`config.mk`:
```
export PLATFORM = sky130hd
export DESIGN_NAME = cpdc_front_flat
export DESIGN_NICKNAME = d
export VERILOG_FILES = /design/src/sv/cpdc_pkg.sv /design/src/sv/cpdc_if.sv /design/src/sv/cpdc_front.sv /design/src/flat_wrapper.sv
export SDC_FILE = /design/constraint.sdc
export NUM_CORES = 1
export LEC_CHECK = 0
export ABC_AREA = 1
export ABC_CLOCK_PERIOD_IN_PS = 15100
export BUFFER_PORTS_ARGS = -buffer_cell sky130_fd_sc_hd__buf_2
export CORE_MARGIN = 4
export CORE_UTILIZATION = 55
export CTS_BUF_LIST = sky130_fd_sc_hd__clkbuf_8
export CTS_CLUSTER_SIZE = 24
export DETAILED_ROUTE_END_ITERATION = 16
export GPL_ROUTABILITY_DRIVEN = 0
export GPL_TIMING_DRIVEN = 0
export PLACE_DENSITY_LB_ADDON = 0.1
export SKIP_LAST_GASP = 1
export SLEW_MARGIN = 15
export SYNTH_ARGS = -nofsm -noshare
export SYNTH_HDL_FRONTEND = slang
export SYNTH_SLANG_ARGS = --single-unit
```
`constraint.sdc`:
```
create_clock -name clock -period 15.1 [get_ports clock]
set_input_delay 2.265 -clock clock [delete_from_list [all_inputs] [get_ports clock]]
set_output_delay 2.265 -clock clock [all_outputs]
set_load 0.01 [all_outputs]
```
`src/sv/cpdc_pkg.sv`:
```
package cpdc_pkg;

   localparam int HEADER_BYTES = 20;
   localparam int COUNT_W      = 34;
   localparam int WORD_W       = 32;
   localparam int QUEUE_DEPTH  = 2;

   // header word boundaries, in bytes
   localparam int CHECKSUM_OFS = 4;
   localparam int STREAM_OFS   = 8;
   localparam int MSGWORD_OFS  = 12;
   localparam int LENGTH_OFS   = 16;

   localparam logic [WORD_W-1:0] CRC_POLY = 32'hEDB8_8320;

   typedef logic [2:0] status_type;
   localparam status_type STATUS_OK       = 3'd0;
   localparam status_type STATUS_SHORT    = 3'd1;
   localparam status_type STATUS_BAD_MAGIC = 3'd2;
   localparam status_type STATUS_BAD_TERM = 3'd3;
   localparam status_type STATUS_BAD_CRC  = 3'd4;

   localparam logic KIND_PAYLOAD = 1'b0;
   localparam logic KIND_STATUS  = 1'b1;

   typedef logic [1:0] csr_index_type;
   localparam csr_index_type CSR_MAGIC     = 2'd0;
   localparam csr_index_type CSR_TERMINATOR = 2'd1;
   localparam csr_index_type CSR_REPLY_POS = 2'd2;

   typedef struct packed {
      logic [WORD_W-1:0] magic_word;
      logic [7:0]        terminator_byte;
      logic [4:0]        reply_bit_pos;
   } cfg_type;

   // one finished request result on its way to the back end
   typedef struct packed {
      logic              kind;
      logic [7:0]        data;
      status_type        status;
      logic [WORD_W-1:0] stream;
      logic [WORD_W-1:0] msgword;
      logic [WORD_W-1:0] length;
   } entry_type;

   function automatic logic [WORD_W-1:0] crc_byte(input logic [WORD_W-1:0] crc,
                                                  input logic [7:0] b);
      logic [WORD_W-1:0] c;
      c = crc ^ {24'd0, b};
      for (int i = 0; i < 8; i++) begin
         c = c[0] ? ((c >> 1) ^ CRC_POLY) : (c >> 1);
      end
      return c;
   endfunction

endpackage

```
`src/sv/cpdc_if.sv`:
```
interface cpdc_req_if;
   import cpdc_pkg::*;
   logic       valid;
   logic       ready;
   logic [7:0] in_byte;
   logic       in_last;
   modport source (output valid, output in_byte, output in_last, input ready);
   modport sink   (input valid, input in_byte, input in_last, output ready);
endinterface


```
`src/sv/cpdc_front.sv`:
```
module cpdc_front (
   input  logic               clock,
   input  logic               reset,
   cpdc_req_if.sink           req_bus,
   input  cpdc_pkg::cfg_type  cfg,
   input  logic               q_ready,
   output logic               q_push,
   output cpdc_pkg::entry_type q_entry
);
   import cpdc_pkg::*;

   logic [COUNT_W-1:0] byte_count_ff, byte_count_in;
   logic [WORD_W-1:0]  crc_ff, crc_in;
   logic [WORD_W-1:0]  magic_ff, magic_in;
   logic [WORD_W-1:0]  checksum_ff, checksum_in;
   logic [WORD_W-1:0]  stream_ff, stream_in;
   logic [WORD_W-1:0]  msgword_ff, msgword_in;
   logic [WORD_W-1:0]  length_ff, length_in;
   logic               term_good_ff, term_good_in;

   logic               accept;
   logic [7:0]         b;
   logic               in_header;
   logic               in_payload;
   logic               at_term;
   logic [COUNT_W-1:0] pay_end;
   logic [WORD_W-1:0]  hdr_new;
   logic               magic_ok;
   logic               emit;
   status_type         status;

   assign req_bus.ready = q_ready;
   assign accept        = req_bus.valid && q_ready;
   assign b             = req_bus.in_byte;

   always_comb begin
      in_header   = byte_count_ff < COUNT_W'(HEADER_BYTES);
      hdr_new     = '0;
      magic_in    = magic_ff;
      checksum_in = checksum_ff;
      stream_in   = stream_ff;
      msgword_in  = msgword_ff;
      length_in   = length_ff;
      if (in_header) begin
         if (byte_count_ff < COUNT_W'(CHECKSUM_OFS)) begin
            magic_in = {magic_ff[WORD_W-9:0], b};
         end else if (byte_count_ff < COUNT_W'(STREAM_OFS)) begin
            checksum_in = {checksum_ff[WORD_W-9:0], b};
         end else if (byte_count_ff < COUNT_W'(MSGWORD_OFS)) begin
            stream_in = {stream_ff[WORD_W-9:0], b};
         end else if (byte_count_ff < COUNT_W'(LENGTH_OFS)) begin
            msgword_in = {msgword_ff[WORD_W-9:0], b};
         end else begin
            length_in = {length_ff[WORD_W-9:0], b};
         end
      end
      pay_end    = COUNT_W'(HEADER_BYTES) + COUNT_W'(length_in);
      in_payload = !in_header && (byte_count_ff < pay_end);
      at_term    = !in_header && (byte_count_ff == pay_end);

      // checksum bytes enter the CRC as zero
      crc_in = crc_ff;
      if (in_header) begin
         if (byte_count_ff >= COUNT_W'(CHECKSUM_OFS) && byte_count_ff < COUNT_W'(STREAM_OFS)) begin
            crc_in = crc_byte(crc_ff, 8'd0);
         end else begin
            crc_in = crc_byte(crc_ff, b);
         end
      end else if (in_payload) begin
         crc_in = crc_byte(crc_ff, b);
      end

      term_good_in = at_term ? (b == cfg.terminator_byte) : term_good_ff;
      magic_ok     = magic_in == cfg.magic_word;
      emit         = in_payload && magic_ok;

      // first failure wins; a last byte inside the payload reads as truncated unless the magic is bad
      if (byte_count_ff < COUNT_W'(HEADER_BYTES - 1)) begin
         status = STATUS_SHORT;
      end else if (!magic_ok) begin
         status = STATUS_BAD_MAGIC;
      end else if (byte_count_ff < pay_end) begin
         status = STATUS_SHORT;
      end else if (!term_good_in) begin
         status = STATUS_BAD_TERM;
      end else if (~crc_in != checksum_in) begin
         status = STATUS_BAD_CRC;
      end else begin
         status = STATUS_OK;
      end

      q_push          = accept && (req_bus.in_last || emit);
      q_entry         = '0;
      q_entry.data    = hdr_new[7:0];
      if (req_bus.in_last) begin
         q_entry.kind   = KIND_STATUS;
         q_entry.status = status;
         if (status != STATUS_SHORT || byte_count_ff >= COUNT_W'(HEADER_BYTES - 1)) begin
            q_entry.stream  = stream_in;
            q_entry.msgword = msgword_in;
            q_entry.length  = length_in;
         end
      end else begin
         q_entry.kind = KIND_PAYLOAD;
         q_entry.data = b;
      end

      byte_count_in = (byte_count_ff == '1) ? byte_count_ff : byte_count_ff + COUNT_W'(1);
   end

   always_ff @(posedge clock) begin
      if (reset) begin
         byte_count_ff <= '0;
         crc_ff        <= '1;
         magic_ff      <= '0;
         checksum_ff   <= '0;
         stream_ff     <= '0;
         msgword_ff    <= '0;
         length_ff     <= '0;
         term_good_ff  <= 1'b0;
      end else if (accept) begin
         if (req_bus.in_last) begin
            byte_count_ff <= '0;
            crc_ff        <= '1;
            magic_ff      <= '0;
            checksum_ff   <= '0;
            stream_ff     <= '0;
            msgword_ff    <= '0;
            length_ff     <= '0;
            term_good_ff  <= 1'b0;
         end else begin
            byte_count_ff <= byte_count_in;
            crc_ff        <= crc_in;
            magic_ff      <= magic_in;
            checksum_ff   <= checksum_in;
            stream_ff     <= stream_in;
            msgword_ff    <= msgword_in;
            length_ff     <= length_in;
            term_good_ff  <= term_good_in;
         end
      end
   end

   a_clear_on_last: assert property (@(posedge clock) disable iff (reset)
      accept && req_bus.in_last |=> byte_count_ff == '0 && crc_ff == '1)
      else $error("frame state not cleared after last byte");

   a_payload_needs_magic: assert property (@(posedge clock) disable iff (reset)
      q_push && q_entry.kind == KIND_PAYLOAD |-> magic_ff == cfg.magic_word && !in_header)
      else $error("payload byte passed without matching magic");

endmodule

```
`src/flat_wrapper.sv`:
```
// flat-port wrapper written by rule: the top's interface ports become plain ports
module cpdc_front_flat import cpdc_pkg::*;
  (clock, reset, cfg, q_ready, q_push, q_entry, req_bus_valid, req_bus_in_byte, req_bus_in_last, req_bus_ready);
  cpdc_req_if req_bus_i ();
  input  logic clock;
  input  logic reset;
  input  cpdc_pkg::cfg_type cfg;
  input  logic q_ready;
  output logic q_push;
  output cpdc_pkg::entry_type q_entry;
  input wire logic [$bits(req_bus_i.valid)-1:0] req_bus_valid;
  input wire logic [$bits(req_bus_i.in_byte)-1:0] req_bus_in_byte;
  input wire logic [$bits(req_bus_i.in_last)-1:0] req_bus_in_last;
  output wire logic [$bits(req_bus_i.ready)-1:0] req_bus_ready;
  assign req_bus_i.valid = req_bus_valid;
  assign req_bus_i.in_byte = req_bus_in_byte;
  assign req_bus_i.in_last = req_bus_in_last;
  assign req_bus_ready = req_bus_i.ready;
  cpdc_front u_core (.clock(clock), .reset(reset), .req_bus(req_bus_i), .cfg(cfg), .q_ready(q_ready), .q_push(q_push), .q_entry(q_entry));
endmodule
```
==> flow_summary.yaml, run 1 <==
logic_synthesis:
  synth_area_per_cell_um2: 6.06
  synth-seq-cells: 227
  ys.flop_type: "dfxtp_1"
  synthCells: 2871
  synth_top_area_cell: "dfxtp_1"
  synth-edff-count: 0
  synth_nets: 2965
  synth_warnings: 0
  ys_seq_area_share_pct: 26.1
  async_flop_share_pct: 0
  synth_top_area_share_pct: 26.1
  netlist_top_cells_area: "dfxtp_1 26%, nand2_1 19%, inv_1 7.4%, xor2_1 5.9%, a21oi_1 5.4%"
  synth_area_mm2: 0.0174
  synth_cell_type_count: 56
clocking:
  numCtsBuffers: 41
  root_buffer: "clkbuf_8"
  cts_buffer_depth: 3
  htree_levels: 2
  cts_tree: "done"
  cts_resized: 0
  clkSinkCount: 227
  clk_pin_slew_worst_paths_ns: 0.06
  clk_latency_ns: 0.57
  postCtsHoldBufs: 0
  postCtsSetupBuffers: 0
power:
  clkPwrFrac_pct: 39.6
  cellPowerDensity_mw_per_mm2: 81.7
  p_sw_uw: 535
  ir_drop_v: 0.0000549
  p_leak_uw: 0.00914
  power_frac_seq_pct: 38.6
  pwr-share-comb_pct: 21.8
  switching_share_pct: 33.4
  p_int_uw: 1060
worst_setup_path:
  slowest_delay_ns: 0.42
  critPathKind: "input pin to output pin"
  reg2regPathDepth: 37
  endpoint: "q_entry[98]"
  cp.required_ns: 12.84
  worstSetupStartpoint: "req_bus_in_byte[7]"
  start_kind: "input pin"
  r2r_start: "u_core.byte_count_ff[32]$_SDFFE_PP0P_"
  regToRegSetupSlack_ns: 9.59
  reg2reg_to: "u_core.crc_ff[31]$_SDFFE_PP1P_"
  crit_top_cell: "nand2_1"
  critPathArrivalTime_ns: 7.38
  slowest_stage: "o21ai_1"
  crit_fanout: 10
  cp-end-kind: "output pin"
final_layout:
  syn2layout_area_growth_pct: 12.4
  antennaDiodeCount: 0
  n_fill_cell: 3038
  nets: 3166
  drive_gt1_share_pct: 12.4
timing:
  finalSetupViolCount: 0
  fmax_mhz: 104
  max_slew_margin_pct: 31.8
  finClkSkew_ns: 0.0288
  slew_violations: 0
  hold_viol: 0
  rsz0062_at_grt: "false"
  period_needed_ns: 9.64
  tns_ns: 0
  timing.final.crit_share_pct: 63.9
  worst_slack_ns: 5.46
  tightest_slew_ns: 1.02
global_routing:
  grt_pass1_wl_um: 96800
  antenna_found_initial: 0
  grt_max_degree: 12
  grt_overflow: 0
  grt_pass1_vias: 18355
  track_usage_pct: 35.0
job:
  drv_cap: 0
floorplan:
  initial_utilization_pct: 56.3
  rows: 64
  die_h_um: 186
  core_area_mm2: 0.0309
  ios: 168
  die_area_mm2: 0.0346
  die_width_um: 186
placement:
  dp_hpwl_um: 48400
  port_buffers: 158
  post-place-ws_ns: 5.64
run_status:
  outcome: "finished clean"
routing:
  avgRoutedWirePerCell_um: 17.8
  first_iter_violations: 2231
  drt-total-wl_um: 62200
  firstDrtPassIters: 9
  drtAntennaViolNets: 0
  vias: 19876
  drcViolationCount: 0
  avgViaCountPerCell: 5.68
min_path:
  hold_class: "flip-flop to flip-flop"
## registers in the layout, indices dropped and copies added, names as in the netlist
signal,flops
u_core.stream_ff,32
u_core.byte_count_ff,34
u_core.crc_ff,32
u_core.checksum_ff,32
u_core.term_good_ff,1
u_core.magic_ff,32
u_core.length_ff,32
u_core.msgword_ff,32
## cell type report
cell class / instances / area, µm² / area share [%]
clock inverter: 19 / 141 / 0.723
clock buffer: 53 / 729 / 3.73
inverter: 361 / 1360 / 6.93
sequential: 227 / 4540 / 23.2
timing repair buffer: 158 / 791 / 4.04
tap: 396 / 495 / 2.53
multi-input combinational: 2137 / 10800 / 55.3
buffer: 146 / 681 / 3.48
## synth_stat cells (14+ instances only)
library cell	instances
clkbuf_1	104
inv_1	342
nor2_1	234
inv_2	14
xnor2_1	35
or2_2	15
o22ai_1	62
a21oi_1	187
nand3_1	152
buf_2	16
o21ai_0	120
o21ai_2	36
nand4_1	23
xor2_1	118
nand2_2	18
dfxtp_1	227
nor3_1	82
ha_1	36
nand2_1	900
## worst min path at each step
stage,startpoint,end,depth (start not counted)
after floorplan,u_core.magic_ff[27]$_SDFFE_PP0P_,u_core.magic_ff[27]$_SDFFE_PP0P_,2
after global placement,u_core.msgword_ff[27]$_SDFFE_PP0P_,u_core.msgword_ff[27]$_SDFFE_PP0P_,2
after detailed placement,u_core.length_ff[26]$_SDFFE_PP0P_,u_core.length_ff[26]$_SDFFE_PP0P_,2
after CTS,u_core.checksum_ff[25]$_SDFFE_PP0P_,u_core.checksum_ff[25]$_SDFFE_PP0P_,2
after global routing,u_core.checksum_ff[28]$_SDFFE_PP0P_,u_core.checksum_ff[28]$_SDFFE_PP0P_,2
final,u_core.msgword_ff[28]$_SDFFE_PP0P_,u_core.msgword_ff[28]$_SDFFE_PP0P_,2
## stage by stage
step | total power [µW] | hold slack, ns | instances | cell area (µm²) | util, %
after floorplan | 861 | 0.442 | 2871 | 17400 | -
after global placement | 957 | 0.449 | 3425 | 18700 | 60.5
after detailed placement | 962 | 0.456 | 3425 | 18700 | 60.5
after CTS | 1580 | 0.465 | 3497 | 19600 | 63.3
after global routing | 1660 | 0.478 | 3497 | 19600 | 63.3
final | 1600 | 0.462 | 3497 | 19600 | 63.3
## cells by family (layout without fill, tap and decap cells)
family	after synthesis	after routing	synth area share, %
AOI/OAI and AO/OA	463	463	15.5
xor gates and xnor gates	154	154	7.79
adders and majority gates	36	36	2.59
DFF	227	227	26.1
muxes	8	8	0.518
buffers and inverters	507	737	11.7
and+or+nand+nor	1476	1476	35.8
## power by group through the flow
stage / registers [µW] / logic [µW] / clock network (µW)
floorplan: 626 / 236 / 0
global placement: 629 / 328 / 0
detailed placement: 629 / 333 / 0
CTS: 616 / 335 / 634
global route: 617 / 379 / 662
finish: 617 / 349 / 633
## critical path: cells and delay by family
kind,cells,cell delay (ns)
buffers and inverters,4,0.94
AOI/OAI and AO/OA,1,0.42
and+or+nand+nor,28,3.45
adders and majority gates,1,0.28
## routing by layer
layer	vias up	GRT usage [%]	wire, µm
li1	9538	-	-
met1	8984	47.6	25900
met2	1156	53.7	26300
met3	198	7.97	7230
met4	0	14.1	2730
met5	-	0	0
## cell usage in the layout (no fill, tap or decap), types with 11 or more instances in the layout
master,instances
o21ai_2,36
nand2_1,900
nand4_1,23
nor2_2,11
nor2_1,234
clkbuf_1,104
clkbuf_8,53
nand2_2,18
dfxtp_1,227
xor2_1,118
buf_6,12
a21oi_1,187
o21ai_0,120
o21ai_1,12
buf_2,174
inv_1,353
nand3_1,152
inv_2,14
xnor2_1,35
o22ai_1,62
nor3_1,82
ha_1,36
or2_2,15
o21a_1,11
Note: power is estimated with default switching activity, not from simulation.
==> run 2: changes to the inputs <==
--- a/config.mk
+++ b/config.mk
@@ -5,8 +5,8 @@
 export SDC_FILE = /design/constraint.sdc
 export NUM_CORES = 1
 export LEC_CHECK = 0
-export ABC_AREA = 1
-export ABC_CLOCK_PERIOD_IN_PS = 15100
+export ABC_AREA = 0
+export ABC_CLOCK_PERIOD_IN_PS = 9300
 export BUFFER_PORTS_ARGS = -buffer_cell sky130_fd_sc_hd__buf_2
 export CORE_MARGIN = 4
 export CORE_UTILIZATION = 55
==> constraint.sdc (replaced) <==
create_clock -name clock -period 9.3 [get_ports clock]
set_input_delay 1.395 -clock clock [delete_from_list [all_inputs] [get_ports clock]]
set_output_delay 1.395 -clock clock [all_outputs]
set_load 0.01 [all_outputs]
==> run 2 against run 1 <==
Clock-buffer cell count down 1. First-iteration DRC count down 6.7%. Critical path depth down 3. Clock power up 56%. Sequential share of layout area up 1.5 points. Hold slack better by 0.026 ns. Routed wire length down 6.7%. Setup slack worse by 5.4 ns. Non-clock buffer count up 29. Clock skew down 0.0062 ns. Critical path type is now flip-flop to output pin. Largest cell class unchanged. Highest routed layer unchanged.
==> flow_summary.yaml, run 2 <==
power:
  p_sw_uw: 1080
  p_int_uw: 1930
  switching_share_pct: 35.9
  clkPwrFrac_pct: 32.9
  ir_drop_v: 0.000124
  p_leak_uw: 0.00700
  pwr-share-comb_pct: 33.6
  p_total_uw: 3010
  cellPowerDensity_mw_per_mm2: 163
  power_frac_seq_pct: 33.5
clocking:
  cts_tree: "done"
  postCtsHoldBufs: 0
  clkSinkCount: 227
  clk_pin_slew_worst_paths_ns: 0.06
  cts_buffer_depth: 3
  htree_levels: 2
  clk_latency_ns: 0.58
  root_buffer: "clkbuf_8"
  numCtsBuffers: 42
floorplan:
  die_h_um: 178
  rows: 61
  die_area_mm2: 0.0316
  ios: 168
  initial_utilization_pct: 56.4
  core_area_mm2: 0.0281
  die_width_um: 178
worst_setup_path:
  start_kind: "flip-flop"
  reg2reg_to: "u_core.crc_ff[12]$_SDFFE_PP1P_"
  cp-end-kind: "output pin"
  cp.required_ns: 7.91
  critPathArrivalTime_ns: 7.81
  regToRegSetupSlack_ns: 2.56
  slowest_stage: "or4b_4"
  slowest_delay_ns: 0.60
  crit_fanout: 10
  worstSetupStartpoint: "u_core.byte_count_ff[33]$_SDFFE_PP0P_"
  reg2regPathDepth: 29
  r2r_start: "u_core.byte_count_ff[33]$_SDFFE_PP0P_"
  critPathKind: "flip-flop to output pin"
logic_synthesis:
  synth_area_per_cell_um2: 7.84
  synthCells: 2023
  async_flop_share_pct: 0
  ys_seq_area_share_pct: 28.7
  synth_area_mm2: 0.0159
  synth-seq-cells: 227
  synth_nets: 2117
  netlist_top_cells_count: "312 x nor2_1, 246 x nand2_1, 227 x dfxtp_1"
  synth_cell_type_count: 81
  synth_top_area_share_pct: 28.7
  ys.flop_type: "dfxtp_1"
  synth_warnings: 0
  synth.most_common_cell: "nor2_1"
  synth_top_area_cell: "dfxtp_1"
  netlist_top_cells_area: "dfxtp_1 29%, xnor2_1 8.0%, nor2_1 7.4%, a22oi_1 7.3%, xor2_1 6.2%"
  synth-edff-count: 0
routing:
  vias: 16818
  avgRoutedWirePerCell_um: 21.8
  drcViolationCount: 0
  drt-total-wl_um: 58000
  firstDrtPassIters: 8
  avgViaCountPerCell: 6.32
  drtAntennaViolNets: 0
  first_iter_violations: 2081
global_routing:
  antenna_found_initial: 0
  grt_overflow: 0
  grt_pass1_vias: 15565
  grt_max_degree: 20
  track_usage_pct: 35.1
  grt_pass1_wl_um: 87700
final_layout:
  antennaDiodeCount: 0
  syn2layout_area_growth_pct: 16.3
  mostFrequentLayoutCells: "311 x nor2_1, 244 x nand2_1, 219 x dfxtp_1"
  final_util_pct: 65.6
  ff_latch_area_mm2: 0.00456
  n_fill_cell: 2543
  regMostFlops: "u_core.byte_count_ff"
  largest_register_ffs: 34
  fin_cells: 2659
  drive_gt1_share_pct: 16.1
  multi_input_area_mm2: 0.0108
  nets: 2343
  final_common_cell: "nor2_1"
timing:
  hold_viol: 0
  finalSetupViolCount: 0
  finClkSkew_ns: 0.0226
  max_slew_margin_pct: 22.9
  tightest_slew_ns: 1.16
  timing.final.crit_share_pct: 99.0
  fmax_mhz: 109
  slew_violations: 0
  period_needed_ns: 9.20
run_status:
  outcome: "finished clean"
job:
  drv_cap: 0
min_path:
  min_from: "u_core.checksum_ff[26]$_SDFFE_PP0P_"
  hold_class: "flip-flop to flip-flop"
  min_path_cells: 2
  hold_path_end: "u_core.checksum_ff[26]$_SDFFE_PP0P_"
placement:
  dp_hpwl_um: 42800
  port_buffers: 160
  dp.cells: 2562
-- run 2: layout make-up --
type / count / share of cell area, %
Multi-Input combinational cell: 1624 / 58.4
Buffer: 145 / 3.73
Tap cell: 378 / 2.56
Clock inverter: 24 / 0.767
Timing Repair Buffer: 188 / 5.48
Clock buffer: 52 / 3.88
Sequential cell: 227 / 24.7
Inverter: 21 / 0.427
-- run 2: critical path, delay by kind of cell (launching register included) --
family,cells,cell delay (ns)
AOI/OAI and AO/OA,7,1.47
xor gates and xnor gates,1,0.07
adders and majority gates,2,0.51
buffers and inverters,7,1.22
DFF,1,0.38
and+or+nand+nor,14,3.58
-- run 2: how the worst max path moves through the flow --
stage	endpoint
after global placement	q_entry[98]
after global routing	q_entry[98]
after CTS	q_entry[98]
final	q_entry[98]
after floorplan	q_entry[98]
after detailed placement	q_entry[98]
-- run 2: routing by layer --
metal	GRT usage, %	vias up	routed length, µm
met5	0	-	0
met4	16.5	0	2990
met3	8.52	270	6750
met2	52.7	1101	24600
met1	47.5	7912	23700
li1	-	7535	-
-- run 2: cell families (layout without fill, tap and decap cells) --
group / after synthesis / after routing / share of synthesized area, %
xor+xnor: 280 / 280 / 17.5
mux: 93 / 93 / 5.92
flops: 227 / 227 / 28.7
buf+inv: 172 / 430 / 4.60
fa+ha+maj: 36 / 36 / 2.84
simple gates: 750 / 750 / 21.3
compound gates: 465 / 465 / 19.3
-- run 2: stage by stage --
step / worst slack, ns / hold slack [ns] / setup TNS, ns / area, µm²
CTS: 0.00265 / 0.488 / 0 / 18200
global placement: -0.940 / 0.468 / -1.29 / 17100
finish: 0.0972 / 0.489 / 0 / 18400
detailed placement: -0.926 / 0.475 / -1.37 / 17100
floorplan: 1.09 / 0.454 / 0 / 15900
global route: -0.100 / 0.521 / -0.100 / 18400
-- run 2: what timing repair did --
item | CTS | global route
pin swaps | 11 | 24
resized for setup | 29 | 39
setup buffers | 12 | 15
setup endpoints to repair | 4 | 1
-- run 2: power by group through the flow --
stage                     logic [µW]  clock network [µW]  registers [µW]
after global placement           902                   0            1030
after CTS                        931                 991            1010
after floorplan                  683                   0            1020
after detailed placement         910                   0            1030
after global routing            1050                1040            1010
final                           1010                 990            1010
